`config.mk`:
```
export PLATFORM = sky130hd
export DESIGN_NAME = quoted_delimited_tokenizer
export DESIGN_NICKNAME = d
export VERILOG_FILES = /design/src/sv/qdt_pkg.sv /design/src/sv/qdt_ctrl.sv /design/src/sv/qdt_dp.sv /design/src/sv/quoted_delimited_tokenizer.sv
export SDC_FILE = /design/constraint.sdc
export NUM_CORES = 1
export LEC_CHECK = 0
export BUFFER_PORTS_ARGS = -buffer_cell sky130_fd_sc_hd__clkbuf_2
export CELL_PAD_IN_SITES_DETAIL_PLACEMENT = 1
export CELL_PAD_IN_SITES_GLOBAL_PLACEMENT = 2
export CORE_ASPECT_RATIO = 1.25
export CORE_MARGIN = 10
export CORE_UTILIZATION = 36
export CTS_BUF_LIST = sky130_fd_sc_hd__clkbuf_8
export DETAILED_ROUTE_END_ITERATION = 10
export PLACE_DENSITY = 0.66
export SETUP_SLACK_MARGIN = 0.05
export SLEW_MARGIN = 20
export SYNTH_ARGS = -nofsm -noshare
export SYNTH_HDL_FRONTEND = slang
export SYNTH_HIERARCHICAL = 1
export SYNTH_SLANG_ARGS = --single-unit
```
`constraint.sdc`:
```
create_clock -name clk_i -period 4.3 [get_ports clk_i]
set_input_delay 0.43 -clock clk_i [delete_from_list [all_inputs] [get_ports clk_i]]
set_output_delay 0.43 -clock clk_i [all_outputs]
set_load 0.01 [all_outputs]
```
`src/sv/qdt_pkg.sv`:
```
// Shared types, constants and helpers of the quoted delimited tokenizer.
// Used by the controller, the datapath, the top level and the checker.
package qdt_pkg;

  localparam int PENDING_DEPTH = 16;
  localparam int MAX_TOKENS    = 255;

  localparam int PEND_IDX_W = (PENDING_DEPTH > 1) ? $clog2(PENDING_DEPTH) : 1;
  localparam int PEND_CNT_W = $clog2(PENDING_DEPTH + 1);
  localparam int TOK_CNT_W  = $clog2(MAX_TOKENS + 1);

  localparam logic [1:0] KIND_CHAR    = 2'd0;
  localparam logic [1:0] KIND_CLOSE   = 2'd1;
  localparam logic [1:0] KIND_SUMMARY = 2'd2;

  localparam logic [1:0] REG_DELIMITER  = 2'd0;
  localparam logic [1:0] REG_TERMINATOR = 2'd1;
  localparam logic [1:0] REG_QUOTE      = 2'd2;
  localparam logic [1:0] REG_ESCAPE     = 2'd3;

  localparam logic [7:0] RST_DELIMITER  = 8'd44;
  localparam logic [7:0] RST_TERMINATOR = 8'd59;
  localparam logic [7:0] RST_QUOTE      = 8'd34;
  localparam logic [7:0] RST_ESCAPE     = 8'd92;

  localparam logic [7:0] CHAR_SPACE = 8'd32;
  localparam logic [7:0] CHAR_NUL   = 8'd0;
  localparam logic [7:0] CHAR_TAB   = 8'd9;
  localparam logic [7:0] CHAR_CR    = 8'd13;

  typedef struct packed {
    logic [7:0] in_byte;
    logic       end_of_text;
  } in_item_t;

  typedef struct packed {
    logic [1:0] kind;
    logic [7:0] out_byte;
    logic [7:0] token_index;
    logic       terminator_seen;
    logic       tokens_valid;
    logic       overflow;
    logic       last_of_run;
  } out_item_t;

  // Controller to datapath
  typedef struct packed {
    logic step;       // take the accepted item
    logic emit_pend;  // release one held whitespace byte
    logic emit_held;  // release the byte that triggered the release
  } qdt_cmd_t;

  // Datapath to controller
  typedef struct packed {
    logic out_free;      // output register can take a result this cycle
    logic need_release;  // current input item must first flush held whitespace
    logic rel_last;      // release index is at the last held byte
  } qdt_status_t;

  function automatic logic is_ws(logic [7:0] c);
    return (c == CHAR_SPACE) || ((c >= CHAR_TAB) && (c <= CHAR_CR));
  endfunction

  function automatic logic [7:0] tok_index(logic [TOK_CNT_W-1:0] cnt);
    return 8'(cnt);
  endfunction

endpackage

```
`src/sv/qdt_ctrl.sv`:
```
// Sequencer of the quoted delimited tokenizer: input acceptance and the
// release of held whitespace. Depends on qdt_pkg.
module qdt_ctrl (
  input  logic                 clk_i,
  input  logic                 rst_ni,
  input  logic                 in_valid_i,
  output logic                 in_stall_o,
  input  qdt_pkg::qdt_status_t status_i,
  output qdt_pkg::qdt_cmd_t    cmd_o
);
  import qdt_pkg::*;

  localparam logic [1:0] ST_IDLE    = 2'd0;
  localparam logic [1:0] ST_RELEASE = 2'd1;
  localparam logic [1:0] ST_HELD    = 2'd2;

  logic [1:0] state_q, state_d;

  assign in_stall_o = (state_q != ST_IDLE) || !status_i.out_free;

  always_comb begin
    state_d         = state_q;
    cmd_o           = '0;
    case (state_q)
      ST_IDLE: begin
        if (in_valid_i && status_i.out_free) begin
          cmd_o.step = 1'b1;
          if (status_i.need_release) state_d = ST_RELEASE;
        end
      end
      ST_RELEASE: begin
        if (status_i.out_free) begin
          cmd_o.emit_pend = 1'b1;
          if (status_i.rel_last) state_d = ST_HELD;
        end
      end
      ST_HELD: begin
        if (status_i.out_free) begin
          cmd_o.emit_held = 1'b1;
          state_d         = ST_IDLE;
        end
      end
      default: state_d = ST_IDLE;
    endcase
  end

  always_ff @(posedge clk_i or negedge rst_ni) begin
    if (!rst_ni) begin
      state_q <= ST_IDLE;
    end else begin
      state_q <= state_d;
    end
  end

endmodule

```
`src/sv/qdt_dp.sv`:
```
// Datapath of the quoted delimited tokenizer: parse state, held whitespace
// store and output register. Depends on qdt_pkg.
module qdt_dp (
  input  logic                 clk_i,
  input  logic                 rst_ni,
  input  qdt_pkg::in_item_t    in_item_i,
  input  logic [7:0]           delimiter_i,
  input  logic [7:0]           terminator_i,
  input  logic [7:0]           quote_i,
  input  logic [7:0]           escape_i,
  input  qdt_pkg::qdt_cmd_t    cmd_i,
  output qdt_pkg::qdt_status_t status_o,
  output logic                 out_valid_o,
  input  logic                 out_stall_i,
  output qdt_pkg::out_item_t   out_item_o
);
  import qdt_pkg::*;

  logic                  in_quote_q, in_quote_d;
  logic                  escaping_q, escaping_d;
  logic                  skip_q, skip_d;
  logic                  started_q, started_d;
  logic                  finished_q, finished_d;
  logic                  ovf_q, ovf_d;
  logic [TOK_CNT_W-1:0]  tok_cnt_q, tok_cnt_d;
  logic [PEND_CNT_W-1:0] pend_cnt_q, pend_cnt_d;
  logic [7:0]            pend_q [PENDING_DEPTH];
  logic [PEND_IDX_W-1:0] idx_q;
  logic [7:0]            hold_q;
  logic                  out_valid_q;
  out_item_t             out_q;

  // Decode of the current input item
  logic       pend_wr;
  logic       emit;
  logic       start_rel;
  out_item_t  step_item;
  logic [7:0] c;
  logic       ws;

  assign c  = in_item_i.in_byte;
  assign ws = is_ws(c);

  always_comb begin
    logic do_content;
    logic do_close;
    do_content = 1'b0;
    do_close   = 1'b0;
    in_quote_d = in_quote_q;
    escaping_d = escaping_q;
    skip_d     = skip_q;
    started_d  = started_q;
    finished_d = finished_q;
    ovf_d      = ovf_q;
    tok_cnt_d  = tok_cnt_q;
    pend_cnt_d = pend_cnt_q;
    pend_wr    = 1'b0;
    emit       = 1'b0;
    start_rel  = 1'b0;
    step_item  = '0;

    if (in_item_i.end_of_text) begin
      emit                      = 1'b1;
      step_item.kind            = KIND_SUMMARY;
      step_item.token_index     = tok_index(tok_cnt_q);
      step_item.terminator_seen = finished_q;
      step_item.tokens_valid    = !in_quote_q;
      step_item.overflow        = ovf_q;
      step_item.last_of_run     = 1'b1;
      in_quote_d = 1'b0;
      escaping_d = 1'b0;
      skip_d     = 1'b1;
      started_d  = 1'b0;
      finished_d = 1'b0;
      ovf_d      = 1'b0;
      tok_cnt_d  = '0;
      pend_cnt_d = '0;
    end else if (c != CHAR_NUL && !finished_q) begin
      if (in_quote_q) begin
        if (escaping_q) begin
          escaping_d = 1'b0;
          do_content = 1'b1;
        end else if (c == quote_i) begin
          in_quote_d = 1'b0;
        end else if (c == escape_i) begin
          escaping_d = 1'b1;
        end else begin
          do_content = 1'b1;
        end
      end else if (!(skip_q && ws)) begin
        skip_d = 1'b0;
        if (c == terminator_i) begin
          do_close   = 1'b1;
          finished_d = 1'b1;
        end else if (c == delimiter_i) begin
          do_close = 1'b1;
          if (delimiter_i == CHAR_SPACE) skip_d = 1'b1;
        end else if (c == quote_i) begin
          in_quote_d = 1'b1;
          escaping_d = 1'b0;
        end else begin
          do_content = 1'b1;
        end
      end

      if (do_content) begin
        if (ws) begin
          if (started_q) begin
            if (pend_cnt_q < PEND_CNT_W'(PENDING_DEPTH)) begin
              pend_wr    = 1'b1;
              pend_cnt_d = pend_cnt_q + PEND_CNT_W'(1);
            end else begin
              ovf_d = 1'b1;
            end
          end
        end else begin
          started_d = 1'b1;
          if (pend_cnt_q != '0) begin
            start_rel = 1'b1;
          end else begin
            emit                  = 1'b1;
            step_item.kind        = KIND_CHAR;
            step_item.out_byte    = c;
            step_item.token_index = tok_index(tok_cnt_q);
          end
        end
      end

      if (do_close) begin
        emit                  = 1'b1;
        step_item.kind        = KIND_CLOSE;
        step_item.token_index = tok_index(tok_cnt_q);
        if (tok_cnt_q >= TOK_CNT_W'(MAX_TOKENS)) begin
          ovf_d = 1'b1;
        end else begin
          tok_cnt_d = tok_cnt_q + TOK_CNT_W'(1);
        end
        pend_cnt_d = '0;
        started_d  = 1'b0;
      end

      // flags show the state after the step
      step_item.terminator_seen = finished_d;
      step_item.tokens_valid    = !in_quote_d;
      step_item.overflow        = ovf_d;
      step_item.last_of_run     = 1'b1;
    end
  end

  // Result of a release step; the flags are already final
  out_item_t rel_item;
  always_comb begin
    rel_item                 = '0;
    rel_item.kind            = KIND_CHAR;
    rel_item.out_byte        = cmd_i.emit_held ? hold_q : pend_q[idx_q];
    rel_item.token_index     = tok_index(tok_cnt_q);
    rel_item.terminator_seen = finished_q;
    rel_item.tokens_valid    = !in_quote_q;
    rel_item.overflow        = ovf_q;
    rel_item.last_of_run     = cmd_i.emit_held;
  end

  assign status_o.out_free     = !out_valid_q || !out_stall_i;
  assign status_o.need_release = start_rel;
  assign status_o.rel_last     = (PEND_CNT_W'(idx_q) + PEND_CNT_W'(1)) == pend_cnt_q;

  assign out_valid_o = out_valid_q;
  assign out_item_o  = out_q;

  always_ff @(posedge clk_i or negedge rst_ni) begin
    if (!rst_ni) begin
      in_quote_q  <= 1'b0;
      escaping_q  <= 1'b0;
      skip_q      <= 1'b1;
      started_q   <= 1'b0;
      finished_q  <= 1'b0;
      ovf_q       <= 1'b0;
      tok_cnt_q   <= '0;
      pend_cnt_q  <= '0;
      idx_q       <= '0;
      out_valid_q <= 1'b0;
    end else begin
      if (cmd_i.step) begin
        in_quote_q <= in_quote_d;
        escaping_q <= escaping_d;
        skip_q     <= skip_d;
        started_q  <= started_d;
        finished_q <= finished_d;
        ovf_q      <= ovf_d;
        tok_cnt_q  <= tok_cnt_d;
        pend_cnt_q <= pend_cnt_d;
        idx_q      <= '0;
      end else if (cmd_i.emit_pend) begin
        idx_q <= idx_q + PEND_IDX_W'(1);
      end else if (cmd_i.emit_held) begin
        pend_cnt_q <= '0;
      end

      if ((cmd_i.step && emit) || cmd_i.emit_pend || cmd_i.emit_held) begin
        out_valid_q <= 1'b1;
      end else if (!out_stall_i) begin
        out_valid_q <= 1'b0;
      end
    end
  end

  // Payload registers: no reset
  always_ff @(posedge clk_i) begin
    if (cmd_i.step && pend_wr) pend_q[pend_cnt_q[PEND_IDX_W-1:0]] <= c;
    if (cmd_i.step && start_rel) hold_q <= c;
    if (cmd_i.step && emit) begin
      out_q <= step_item;
    end else if (cmd_i.emit_pend || cmd_i.emit_held) begin
      out_q <= rel_item;
    end
  end

endmodule

```
`src/sv/quoted_delimited_tokenizer.sv`:
```
// Quoted delimited tokenizer: top level with the configuration registers,
// the sequencer (qdt_ctrl) and the datapath (qdt_dp). Depends on qdt_pkg.
//
// Usage: text enters one byte per item on the input channel (in_valid_i /
// in_stall_o / in_item_i); an item with end_of_text set closes the text,
// yields a summary item and clears the parse state. Results leave on the
// output channel (out_valid_o / out_stall_i / out_item_o): token characters
// with their token index, one item per token close, and the summary.
// last_of_run marks the final result caused by an input item.
// Timing: a result shows on out_valid_o the cycle after its item is taken;
// held whitespace leaves in the release state, its trigger in the held state.
// Throughput: one item per cycle while the output is free; a content byte
// releasing N held whitespace bytes gives N + 1 results, one per output cycle.
// The input stalls while held whitespace drains and whenever the output
// register is full and stalled; a stalled output item holds its value.
// Reset: delimiter ',', terminator ';', quote '"', escape '\'; parse state
// empty with whitespace skipping on. No clearing pass is needed.
// Configuration: APB writes at byte addresses 0, 4, 8, 12; write only while
// the block is idle. pready is always high.
module quoted_delimited_tokenizer (
  input  logic               clk_i,
  input  logic               rst_ni,
  input  logic               in_valid_i,
  output logic               in_stall_o,
  input  qdt_pkg::in_item_t  in_item_i,
  output logic               out_valid_o,
  input  logic               out_stall_i,
  output qdt_pkg::out_item_t out_item_o,
  input  logic               psel,
  input  logic               penable,
  input  logic               pwrite,
  input  logic [3:0]         paddr,
  input  logic [31:0]        pwdata,
  output logic [31:0]        prdata,
  output logic               pready
);
  import qdt_pkg::*;

  logic [7:0] delim_q, term_q, quote_q, escape_q;
  logic       cfg_wr;
  logic [1:0] reg_sel;

  qdt_cmd_t    cmd;
  qdt_status_t status;

  assign pready  = 1'b1;
  assign cfg_wr  = psel && penable && pwrite;
  assign reg_sel = paddr[3:2];

  // Register file: each register keeps the low byte of the write data
  always_ff @(posedge clk_i or negedge rst_ni) begin
    if (!rst_ni) begin
      delim_q  <= RST_DELIMITER;
      term_q   <= RST_TERMINATOR;
      quote_q  <= RST_QUOTE;
      escape_q <= RST_ESCAPE;
    end else if (cfg_wr) begin
      case (reg_sel)
        REG_DELIMITER:  delim_q  <= pwdata[7:0];
        REG_TERMINATOR: term_q   <= pwdata[7:0];
        REG_QUOTE:      quote_q  <= pwdata[7:0];
        REG_ESCAPE:     escape_q <= pwdata[7:0];
        default: ;
      endcase
    end
  end

  always_comb begin
    case (reg_sel)
      REG_DELIMITER:  prdata = {24'd0, delim_q};
      REG_TERMINATOR: prdata = {24'd0, term_q};
      REG_QUOTE:      prdata = {24'd0, quote_q};
      REG_ESCAPE:     prdata = {24'd0, escape_q};
      default:        prdata = '0;
    endcase
  end

  // Sequencer: accepts items and paces the whitespace release
  qdt_ctrl u_ctrl (
    .clk_i      (clk_i),
    .rst_ni     (rst_ni),
    .in_valid_i (in_valid_i),
    .in_stall_o (in_stall_o),
    .status_i   (status),
    .cmd_o      (cmd)
  );

  // Datapath: parse state, held whitespace, output register
  qdt_dp u_dp (
    .clk_i        (clk_i),
    .rst_ni       (rst_ni),
    .in_item_i    (in_item_i),
    .delimiter_i  (delim_q),
    .terminator_i (term_q),
    .quote_i      (quote_q),
    .escape_i     (escape_q),
    .cmd_i        (cmd),
    .status_o     (status),
    .out_valid_o  (out_valid_o),
    .out_stall_i  (out_stall_i),
    .out_item_o   (out_item_o)
  );

endmodule

```
### Word-level counts from Yosys, hierarchy flattened

Memories as Yosys holds them, arrays and structs flattened.
Index checks and enable logic that the tools add are counted.

* output and inout bits: 57
* bits in writable memories: 128
* register bits after elaboration: 88
* word-level logic and storage cells: 229
* memories kept: 1
* bits of input ports: 52

* equal/unequal tests: 31
* add/sub/neg operators: 4
* $lt $le $gt $ge: 4
* multiplexer cells: 122
* reductions and logical operators: 44

Memories
* u_dp.pend_q: depth 16, bits a word 8, read ports 1, clocked after Yosys merged registers in 0, write ports 1, RTL line qdt_dp.sv:27 `logic [7:0] pend_q [PENDING_DEPTH];`

Operators by type and width (number)
* case mux 32 bit (4 select lines): 1
* 2-to-1 mux 1 bit: 87
* 2-to-1 mux 22 bit: 3
* 2-to-1 mux 8 bit: 7
* 2-to-1 mux 5 bit: 10
* 2-to-1 mux 18 bit: 2
* == test 8 bit: 4
* == test 8 x 6 -> 1 bit (second input constant): 2
* 2-to-1 mux 16 bit: 1
* inequality test 4 bit (second input constant): 4
* 2-to-1 mux 2 bit: 7
* 2-to-1 mux 12 bit: 1
* inequality test 2 x 1 -> 1 bit (second input constant): 6
* AND reduction 4 bit: 3
* nonzero test 2 bit: 6
* AND reduction 2 bit: 5
* logical AND 1 bit: 9
* inequality test 3 x 2 -> 1 bit (second input constant): 3
* adder 8 x 1 -> 8 bit (second input constant): 1
* >= comparator 8 x 4 -> 1 bit (second input constant): 1
* >= comparator 8 bit (second input constant): 1
* <= comparator 8 x 4 -> 1 bit (second input constant): 1
* 2-to-1 mux 4 bit: 2
* inequality test 2 bit (second input constant): 4
* other kinds (18): 34

### Logic depth before layout (Yosys ltp)

Gate-level depths: netlist (run 1).

* depth in word-level cells: 16
* gate-level depth with buffers: 11
* mapped depth without buffers: 9

### Modules after synthesis

The synthesis (run 1) kept the hierarchy.

By module, submodules not included
* qdt_dp: instances 1, cells each 526, sequential area each 5346.4 um^2, area each 8166.6 um^2
* quoted_delimited_tokenizer: instances 1, cells each 107, sequential area each 818.3 um^2, area each 1642.8 um^2
* qdt_ctrl: instances 1, cells each 14, sequential area each 50.0 um^2, area each 127.6 um^2

### Least setup slack after synthesis (run 1)

No wires, ideal clock.

* path kind: input port to flip-flop
* start point: input out_stall_i
* end point: memory u_dp.pend_q[2][0], enable pin
* stages: 9
* data required time: 3.905 ns
* slack: 0.988 ns
* buffers on the path: 2
* setup time: 0.395 ns
* arrival: 2.917 ns
* cells stage by stage: nand2_1 > or3b_1 > nor2_2 > clkbuf_1 > o21ai_2 > nor2_1 > nand4b_1 > buf_4 > nor4_1

RTL lines
* from (decl): RTL line quoted_delimited_tokenizer.sv:27 `input logic out_stall_i,`
* to (decl): RTL line qdt_dp.sv:27

==> results.md, run 1 <==
- Htree depth: 2
- Share of layout cells above drive strength 1: 32.3%
- Unrepaired setup endpoints after global routing: false
- First-pass GRT wire length: 39000 um
- GRT Util Overall: about 14%
- Antenna Violating Nets Remaining: 0
- Pre-CTS setup slack: 0.671 ns
- Peak supply drop: between 0.2 and 0.25 mV
- Yosys top cell by area: edfxtp_1
- Site Rows: 67
- CTS clk-pin slew, worst paths: roughly 0.06 ns
- Largest net degree at the start of global routing: between 50 and 60
- Initial antenna violation count: 0
- Vias in the first global route: around 6500
- FF-to-FF Start: u_dp/out_valid_o$_DFFE_PN0P_
- Clock skew: between 0.01 and 0.015 ns
- Die height: 206 um
- CP Capture Type: flip-flop
- DP HPWL: ~17000 um
- Worst slew margin: between 30% and 40%
- CP arrival: 3.42 ns
- PortBufs: 57
- Hold buffers post-CTS: 0
- Post-cts resize count: 0
- Ys flop type: edfxtp_1
- Top-count cell post-synth: edfxtp_1
- Yosys top cell area share: between 40% and 50%
- DR pass1 iterations: 4
- Cell area after synthesis: between 0.009 and 0.01 sq mm
- CP required: 4.52 ns
- Sequential area share after synthesis: a little over three fifths
- Mean Syn Cell Area: between 15 and 20 sq um
- Distinct cells, synth: between 60 and 70
- Root Buffer: clkbuf_8
- Area contributors post-synth: edfxtp_1 48%, dfrtp_1 11%, mux4_2 9.1%, mux2_2 4.2%, dfstp_2 4.0%
- Worst-Skew Late Latency: approximately 0.53 ns
- Critical Path Source Type: flip-flop
- Top cells by count, synth: 158 x edfxtp_1, 43 x dfrtp_1, 40 x mux4_2
- Tcrit/Tclk final: roughly three quarters
- Drt drc: 0
- FF-to-FF path depth: 9
- Status: finished clean
- Setup TNS: 0 ns
- Slew @ Worst Pin: around 1 ns
- Final wirelength: ~25000 um
- Worst Hold Class: input port to asynchronous set/reset pin
- Vias per cell: between 5 and 6
- Fmax: about 0.31 GHz
- Post-synthesis register bit count: around 220
- Die Wd: 169 um
- Synth Warn #: 6
- Leakage: between 0.004 and 0.005 uW
- DR iter-0 viols: 300
- Via count: slightly below 6000
- Total power: ~5700 uW
- Hold WS: 0.0681 ns
- TritonCTS clock tree: done
- Finish-stage setup viols: 0
- Non-filler cells in the finished layout: between 1000 and 1500
- Max Transition Viols Final: 0
- GRT overflow: 0
- FFs w/ async S/R, synth: 26.9%
- Core Box Area: about 0.027 sq mm
- Pwr dens: between 500 and 600 mW/mm^2
- Reg2reg end: u_dp/pend_q[5][6]$_DFFE_PP_
- N_diodes: 0
- Initial core utilization: between 30% and 40%
- CTS Buf Count: 37
- # IOs: ~110
- R2R Setup Slk: around 1.1 ns
- Critical Path Fanout Max: 16
- Die area: 0.0347 sq mm
- Routed WL per cell: about 23 um
- CTS Sinks: 216
- Min cycle time layout: between 3 and 4 ns
- CTS max path bufs: 3
- Number of synthesized flops with an enable pin: ~160
- Final hold violation count: 0
- Layout area overhead: 13.0%
- Final nets: approximately 800
- Crit Path Class: flip-flop to flip-flop
- Post-Syn Instances: about 650
- Max Cap Viol: 0
- Setup WS post-layout: about 1.1 ns
- Cells after DPL: between 1000 and 1500
- Setup bufs post-CTS: 0
- Routability cong.: 0.786
[layout make-up]
cell class | count | area (sq um)
Timing Repair Buffer | 83 | 493
Multi-Input combinational cell | 376 | 3360
Tap cell | 345 | 432
Clock inverter | 24 | 124
Inverter | 12 | 45.0
Sequential cell | 216 | 6220
Fill cell | 2801 | 15800
Clock buffer | 41 | 564
[sequential cells by signal, indices dropped and copies added, names as in the netlist]
| name | flops |
|---|---|
| u_dp/pend_q | 128 |
| u_dp/out_item_o | 22 |
| delim_q | 8 |
| escape_q | 8 |
| quote_q | 8 |
| term_q | 8 |
| u_dp/hold_q | 8 |
| u_dp/tok_cnt_q | 8 |
| u_dp/pend_cnt_q | 5 |
| u_dp/idx_q | 4 |
| u_ctrl/state_q | 2 |
| u_dp/escaping_q | 1 |
| u_dp/finished_q | 1 |
| u_dp/in_quote_q | 1 |
| u_dp/out_valid_o | 1 |
| u_dp/ovf_q | 1 |
| u_dp/skip_q | 1 |
| u_dp/started_q | 1 |
[critical path: stages (launching register included)]
cell and delay (ns):
dfrtp_1 0.37, nand2_1 0.18, or3b_1 0.41, nor2_2 0.09
buf_4 0.17, o21ai_2 0.14, nor2_1 0.19, nand4b_1 0.53
nor4_1 0.54, buf_4 0.27
[layer usage]
metal / routed length, um / up-vias / global-route usage (%)
met5: 0 / - / 0
met4: 474 / 0 / 4.33
met3: 1100 / 31 / 2.92
met2: 13100 / 118 / 25.9
met1: 10200 / 3033 / 17.2
li1: - / 2593 / -
[kinds of logic (layout without fill, tap and decap cells)]
group	after synthesis	after routing	synth area share, %
mux	94	94	15.0
buf+inv	78	160	4.57
fa+ha+maj	6	6	0.755
flops	216	216	62.5
compound gates	66	66	4.96
other cells	2	25	0.0756
simple gates	141	141	8.25
xor+xnor	44	44	3.88
[stage by stage]
step	cell area, sq um	utilization [%]
floorplan	10000	-
global placement	10500	39.0
detailed placement	10500	39.1
CTS	11200	41.6
global route	11200	41.6
finish	11200	41.6
[power by group]
group / switching (uW) / leakage, uW / internal [uW]
Sequential: 202 / 0.00215 / 2520
Combinational: 634 / 0.00148 / 559
Clock: 809 / 0.000398 / 933
Total: 1640 / 0.00403 / 4010
[placed cells by master (no fill, tap or decap), types with 8 or more instances in the layout]
| cell | synthesis | layout |
|---|---|---|
| xnor2_1 | 24 | 24 |
| clkinv_1 | 1 | 9 |
| nor2_1 | 34 | 34 |
| a22oi_1 | 8 | 8 |
| clkbuf_2 | 0 | 57 |
| dfstp_2 | 15 | 15 |
| a21oi_1 | 9 | 9 |
| conb_1 | 2 | 25 |
| mux2i_1 | 17 | 17 |
| nor4_1 | 18 | 18 |
| mux2_2 | 37 | 37 |
| clkbuf_8 | 0 | 41 |
| edfxtp_1 | 158 | 158 |
| dfrtp_1 | 43 | 41 |
| inv_1 | 11 | 23 |
| o21ai_0 | 11 | 11 |
| buf_4 | 32 | 25 |
| xor2_1 | 20 | 20 |
| nor3_1 | 9 | 9 |
| mux4_2 | 40 | 40 |
| nand2_1 | 21 | 21 |
[worst max path at each step]
| stage | startpoint | to | depth (start not counted) |
|---|---|---|---|
| 2_1_floorplan | out_stall_i | u_dp/pend_q[2][0]$_DFFE_PP_ | 9 |
| 3_3_place_gp | in_item_i[1] | u_dp/out_item_o[3]$_DFFE_PP_ | 8 |
| 3_5_place_dp | in_item_i[1] | u_dp/out_item_o[3]$_DFFE_PP_ | 8 |
| 4_1_cts | u_dp/out_valid_o$_DFFE_PN0P_ | u_dp/pend_q[5][6]$_DFFE_PP_ | 9 |
| 5_1_grt | u_dp/out_valid_o$_DFFE_PN0P_ | u_dp/pend_q[5][6]$_DFFE_PP_ | 9 |
| 6_report | u_dp/out_valid_o$_DFFE_PN0P_ | u_dp/pend_q[5][6]$_DFFE_PP_ | 9 |
Note: power is estimated with default switching activity, not from simulation.
==> run 2: changes to the inputs <==
--- a/config.mk
+++ b/config.mk
@@ -5,6 +5,7 @@
 export SDC_FILE = /design/constraint.sdc
 export NUM_CORES = 1
 export LEC_CHECK = 0
+export ABC_AREA = 1
 export BUFFER_PORTS_ARGS = -buffer_cell sky130_fd_sc_hd__clkbuf_2
 export CELL_PAD_IN_SITES_DETAIL_PLACEMENT = 1
 export CELL_PAD_IN_SITES_GLOBAL_PLACEMENT = 2
@@ -13,7 +14,7 @@
 export CORE_UTILIZATION = 36
 export CTS_BUF_LIST = sky130_fd_sc_hd__clkbuf_8
 export DETAILED_ROUTE_END_ITERATION = 10
-export PLACE_DENSITY = 0.66
+export PLACE_DENSITY = 0.73
 export SETUP_SLACK_MARGIN = 0.05
 export SLEW_MARGIN = 20
 export SYNTH_ARGS = -nofsm -noshare
==> constraint.sdc (replaced) <==
create_clock -name clk_i -period 3 [get_ports clk_i]
set_input_delay 0.3 -clock clk_i [delete_from_list [all_inputs] [get_ports clk_i]]
set_output_delay 0.3 -clock clk_i [all_outputs]
set_load 0.01 [all_outputs]
==> run 2 against run 1 <==
Setup slack got worse by 0.56 ns. Sequential cell count did not move. Clock power rose by 51%. Final cell count rose by 40%. First-iteration DRC count rose by 39%. Combinational power fell by 33%. Maximum frequency rose by 30%. Die area rose by 4.1%. Critical path type unchanged. Power rose by 23%. Wire length rose by 23%. Largest cell class unchanged. Count of clock-buffer cells in the layout did not move.
==> results.md, run 2 <==
- Status: finished clean
- Cells after DPL: 1455
- Antenna Violating Nets Remaining: 0
- Setup TNS: 0 ns
- Worst-Skew Late Latency: about 0.56 ns
- Routed WL per cell: around 20 um
- Max reg flops: between 100 and 150
- Fmax: a little over 0.4 GHz
- # IOs: ~110
- DR pass1 iterations: 4
- Post-synthesis register bit count: 216
- Peak supply drop: 0.263 mV
- Die height: 210 um
- Ys flop type: edfxtp_1
- Critical path, cell by cell: inv_1 > nand2_1 > nand2_1 > nand2_1 > nor2_2 > nand2_2 > nand4_2 > nand2_2 > nand2_4 > inv_2 > nand3_4 > nand2_1 > inv_1 > nand2_1 > buf_4
- Tcrit/Tclk final: 82.1%
- Post-cts resize count: 0
- Distinct cells, synth: 51
- CTS max path bufs: 3
- CP Capture Type: flip-flop
- Worst path most repeated cell: nand2_1
- Unrepaired setup endpoints after global routing: false
- Final hold violation count: 0
- Vias per cell: 5.01
- Pre-CTS setup slack: about 0.29 ns
- Core Box Area: between 0.02 and 0.03 sq mm
- Die Wd: around 170 um
- Non-filler cells in the finished layout: between 1500 and 2000
- Largest net degree at the start of global routing: between 60 and 70
- N_diodes: 0
- First-pass GRT wire length: ~47000 um
- Setup WS post-layout: 0.537 ns
- PortBufs: 57
- Share of layout cells above drive strength 1: about a fifth
- Yosys top cell by area: edfxtp_1
- Pwr dens: between 500 and 600 mW/mm^2
- Buf/Inv on CP: 4
- Vias in the first global route: 8194
- Mean Syn Cell Area: around 9.9 sq um
- Routability cong.: 0.787
- Worst Hold Class: input port to flip-flop
- Finish-stage setup viols: 0
- GRT Util Overall: between 10% and 20%
- Drt drc: 0
- DR iter-0 viols: 418
- Number of synthesized flops with an enable pin: roughly 160
- Final wirelength: a little over 30000 um
- Root Buffer: clkbuf_8
- CTS Buf Count: 38
- Critical Path Fanout Max: 17
- Top-count cell post-synth: nand2_1
- CP arrival: 2.68 ns
- Slowest CP cell: dfstp_2
- Clock skew: about 0.036 ns
- GRT overflow: 0
- Crit Path Class: flip-flop to flip-flop
- TritonCTS clock tree: done
- DP HPWL: 21300 um
- CP peak stage delay: 0.55 ns
- Layout area overhead: 15.1%
- Area contributors post-synth: edfxtp_1 46%, dfrtp_1 10%, nand2_1 8.6%, nor2_1 4.4%, o21ai_0 4.3%
- Top cells by count, synth: 238 x nand2_1, 158 x edfxtp_1, 121 x nor2_1
- Cell area after synthesis: between 0.01 and 0.015 sq mm
- Post-place instance area: approximately 0.011 sq mm
- Critical Path Source Type: flip-flop
- Most common cell after layout, fill and taps aside: nand2_1
- Final nets: approximately 1200
- Htree depth: 2
- Worst slew margin: roughly 45%
- Synth Warn #: 6
- Slew @ Worst Pin: between 0.8 and 0.9 ns
- CTS clk-pin slew, worst paths: 0.07 ns
- Post-Syn Instances: 1047
- Min cycle time layout: ~2.5 ns
- CTS Sinks: around 220
- Crit path max-delay family: simple AND/OR/NAND/NOR gates
- Initial antenna violation count: 0
- Leakage: slightly below 0.005 uW
- Most frequent cells in the layout: 238 x nand2_1, 158 x edfxtp_1, 121 x nor2_1, 90 x o21ai_0, 76 x inv_1
- Setup bufs post-CTS: 0
- CP required: about 3.2 ns
- Site Rows: 69
- Layout Utilization: a little over two fifths
- Post-route cell area: 0.0120 sq mm
- Sequential area share after synthesis: between 50% and 60%
- FFs w/ async S/R, synth: 26.9%
- Yosys top cell area share: a little under half
- Via count: between 7000 and 8000
- Max Cap Viol: 0
- Initial core utilization: 36.5%
- Die area: between 0.03 and 0.04 sq mm
- Max Transition Viols Final: 0
run 2: logic make-up after synthesis:
logic type / after synthesis / synth area share [%]
other: 2 / 0.0722
flip-flops: 216 / 59.8
AO/OA/AOI/OAI: 149 / 8.44
AND/OR/NAND/NOR: 504 / 22.2
adder cells (fa/ha/maj): 6 / 0.722
XOR/XNOR: 23 / 1.94
buffers and inverters: 147 / 6.84
run 2: final timing paths:
| path | startpoint | endpoint | slack (ns) | cells past startpoint |
|---|---|---|---|---|
| max | term_q[1]$_DFFE_PN1P_ | u_dp/out_item_o[16]$_DFFE_PP_ | 0.54 | 15 |
| min | in_valid_i | u_ctrl/state_q[0]$_DFFE_PN0P_ | 0.07 | 5 |
| max reg2reg | term_q[1]$_DFFE_PN1P_ | u_dp/out_item_o[16]$_DFFE_PP_ | 0.54 | 15 |
| min reg2reg | u_dp/tok_cnt_q[1]$_DFFE_PN0P_ | u_dp/out_item_o[5]$_DFFE_PP_ | 0.48 | 0 |
| max in group asynchronous | rst_ni | escape_q[7]$_DFFE_PN0P_ | 1.96 | 3 |
| min in group asynchronous | rst_ni | u_ctrl/state_q[0]$_DFFE_PN0P_ | 0.46 | 3 |
run 2: metrics by stage:
stage               hold WS (ns)  power [uW]
global route              0.0696        7330
finish                    0.0702        6970
CTS                       0.0324        7080
detailed placement         0.480        4420
global placement           0.468        4390
floorplan                0.00441        4080
run 2: cell type report:
type	count	area (sq um)
fillers	3278	16500
flip-flops and latches	216	6220
multi-input cells	707	3560
repair buffers	109	723
clock buffers	41	564
well taps	355	444
inverters	77	289
clock inverters	28	170
run 2: power by group:
part	switching, uW	leakage (uW)	total (uW)	internal [uW]
Clock	1250	0.000422	2620	1370
Sequential	149	0.00216	3550	3400
Combinational	527	0.00230	801	274
run 2: timing repair:
item	4_1_cts	5_1_grt
setup endpoints to repair	0	0
hold buffers	9	0
endpoints found under the hold margin	64	0
run 2: metal layers:
| layer | vias to the layer above | global-route usage (%) | routed length (um) |
|---|---|---|---|
| met5 | - | 0 | 0 |
| met4 | 0 | 5.42 | 701 |
| met3 | 44 | 2.82 | 1060 |
| met2 | 124 | 31.3 | 16200 |
| met1 | 3784 | 19.4 | 12600 |
| li1 | 3734 | - | - |
run 2: tightest hold or removal path, cell delays in order:
cell and delay [ns]:
clkbuf_2 0.08, inv_1 0.06, nor2_1 0.05, nand2_1 0.05, nand2_1 0.04
==> run 3: changes to the inputs <==
--- a/config.mk
+++ b/config.mk
@@ -11,10 +11,10 @@
 export CELL_PAD_IN_SITES_GLOBAL_PLACEMENT = 2
 export CORE_ASPECT_RATIO = 1.25
 export CORE_MARGIN = 10
-export CORE_UTILIZATION = 36
+export CORE_UTILIZATION = 35
 export CTS_BUF_LIST = sky130_fd_sc_hd__clkbuf_8
 export DETAILED_ROUTE_END_ITERATION = 10
-export PLACE_DENSITY = 0.73
+export PLACE_DENSITY = 0.75
 export SETUP_SLACK_MARGIN = 0.05
 export SLEW_MARGIN = 20
 export SYNTH_ARGS = -nofsm -noshare
==> constraint.sdc (replaced) <==
create_clock -name clk_i -period 2 [get_ports clk_i]
set_input_delay 0.2 -clock clk_i [delete_from_list [all_inputs] [get_ports clk_i]]
set_output_delay 0.2 -clock clk_i [all_outputs]
set_load 0.01 [all_outputs]
==> run 3 against run 2 <==
The run now ends with setup timing left. Sequential cell count is the same. Count of clock-buffer cells in the layout is 2 lower. First-iteration DRC count increased by 11%. Global-route usage rose by 1.1 points. Setup slack got worse by 0.81 ns. Core utilization rose by 4.7 points. Register-to-register slack lost 0.81 ns. Final cell count rose by 11%. Clock power up 47%. Hold slack got worse by 0.0051 ns.
==> results.md, run 3 (synthesis results as in run 2) <==
- Status: finished, violations left
- Failing checks: setup timing
- Critical Path Source Type: flip-flop
- Max Transition Viols Final: 0
- Die area: 0.0370 sq mm
- Share of layout cells above drive strength 1: around 33%
- DR iter-0 viols: ~470
- Cells after DPL: 1596
- Core Box Area: 0.0293 sq mm
- GRT overflow: 0
- PortBufs: 57
- CP required: 2.24 ns
- TritonCTS clock tree: done
- Site Rows: 70
- Unrepaired setup endpoints after global routing: true
- Slew @ Worst Pin: 0.777 ns
- Via count: around 8400
- Fmax: 0.439 GHz
- Min cycle time layout: approximately 2.3 ns
- Antenna Violating Nets Remaining: 0
- Die Wd: between 150 and 200 um
- CTS Buf Count: 38
- Worst-Skew Late Latency: 0.56 ns
- CP arrival: between 2 and 3 ns
- Initial antenna violation count: 0
- # IOs: around 110
- Drt drc: 0
- GRT Util Overall: about 18%
- Die height: around 210 um
- Routed WL per cell: about 20 um
- Root Buffer: clkbuf_8
- Crit Path Class: flip-flop to flip-flop
- Most frequent cells in the layout: 215 x nand2_1, 158 x edfxtp_1, 123 x buf_4, 97 x nor2_1, 75 x o21ai_0
- Leakage: roughly 0.0056 uW
- Internal power: ~7800 uW
- Post-place instance area: about 0.012 sq mm
- CTS Sinks: approximately 220
- Routability cong.: 0.855
- Htree depth: 2
- Worst Hold Class: input port to flip-flop
- Sw frac: 28.4%
- N_diodes: 0
- CP Capture Type: flip-flop
- CTS clk-pin slew, worst paths: ~0.060 ns
- Finish-stage setup viols: 179
- Critical Path Fanout Max: 8
- Final wirelength: ~34000 um
- CTS max path bufs: 3
- Clock skew: ~0.019 ns
- Vias per cell: about 5.0
- Pwr dens: approximately 800 mW/mm^2
- Combinational power share: between 10% and 20%
- Tcrit/Tclk final: 114%
- Final hold violation count: 0
- Setup WS post-layout: -0.277 ns
- Vias in the first global route: approximately 9100
- Max Cap Viol: 0
- Worst slew margin: 48.1%
- Max reg flops: 128
- Initial core utilization: a little over a third
- DP HPWL: about 25000 um
- Layout area overhead: 31.3%
- Final nets: approximately 1300
- Largest net degree at the start of global routing: between 40 and 50
- Non-filler cells in the finished layout: 1694
- Clock power share: 35.3%
- P_sw: around 3100 uW
- Most common cell after layout, fill and taps aside: nand2_1
- Sequential power share: about half
- Post-route cell area: 0.0136 sq mm
- DR pass1 iterations: 4
- Peak supply drop: 0.421 mV
- First-pass GRT wire length: 52000 um
-- run 3: layout make-up --
type	count	area [sq um]
Clock buffer	39	537
Tap cell	396	495
Inverter	77	317
Sequential cell	216	6220
Timing Repair Buffer	230	1870
Clock inverter	27	154
Multi-Input combinational cell	709	4060
Fill cell	3367	15600
-- run 3: worst paths after layout --
kind	cells after the start	to	slack (ns)	startpoint
min in group asynchronous	3	u_dp/tok_cnt_q[2]$_DFFE_PN0P_	0.19	rst_ni
worst min-delay path	5	quote_q[5]$_DFFE_PN1P_	0.07	penable
worst max-delay path	12	u_dp/pend_q[9][6]$_DFFE_PP_	-0.28	quote_q[1]$_DFFE_PN1P_
worst max register to register	12	u_dp/pend_q[9][6]$_DFFE_PP_	-0.28	quote_q[1]$_DFFE_PN1P_
worst min register to register	0	u_dp/out_item_o[5]$_DFFE_PP_	0.47	u_dp/tok_cnt_q[1]$_DFFE_PN0P_
max in group asynchronous	3	quote_q[1]$_DFFE_PN1P_	1.53	rst_ni
-- run 3: layer usage --
layer,vias up,wire length [um],GRT usage [%]
met5,-,0,0
met4,0,1200,7.59
met3,77,1120,3.02
met2,153,18800,34.9
met1,4186,12600,19.0
li1,3975,-,-
-- run 3: power groups by stage --
stage	logic [uW]	clock network [uW]	registers, uW
after detailed placement	1650	0	5360
final	1810	3850	5270
after CTS	1780	3970	5270
after floorplan	793	0	5360
after global routing	2000	4170	5300
after global placement	1620	0	5350
-- run 3: critical path, cell delays in order (launching register included) --
cell and delay [ns]:
dfstp_2 0.55, nand2_1 0.06, nand4_1 0.17, nor2_1 0.07
nand2_2 0.10, nand4_2 0.08, nand2_2 0.11, nand2_4 0.06
nor3_4 0.11, buf_6 0.16, nand3_4 0.09, buf_4 0.17
nor2_4 0.21
-- run 3: per-stage QoR --
step           setup TNS, ns  util, %  total power, uW  worst slack, ns  hold WS, ns
2_1_floorplan         -11.81        -             6150           -0.103      -0.0956
3_3_place_gp          -55.61     41.8             6970           -0.383        0.222
3_5_place_dp          -68.58     41.8             7000           -0.482        0.219
4_1_cts               -45.68     46.0            11000           -0.324       0.0303
5_1_grt               -62.27     46.7            11500           -0.398       0.0655
6_report              -41.83     46.7            10900           -0.277       0.0652
-- run 3: timing repair --
| action | in CTS | in global routing |
|---|---|---|
| endpoints found under the hold margin | 92 | 0 |
| hold buffers | 11 | 0 |
| pin swaps | 14 | 27 |
| setup endpoints to repair | 189 | 192 |
| gates resized for setup | 87 | 41 |
| gates cloned | 2 | 0 |
| setup buffers | 10 | 12 |
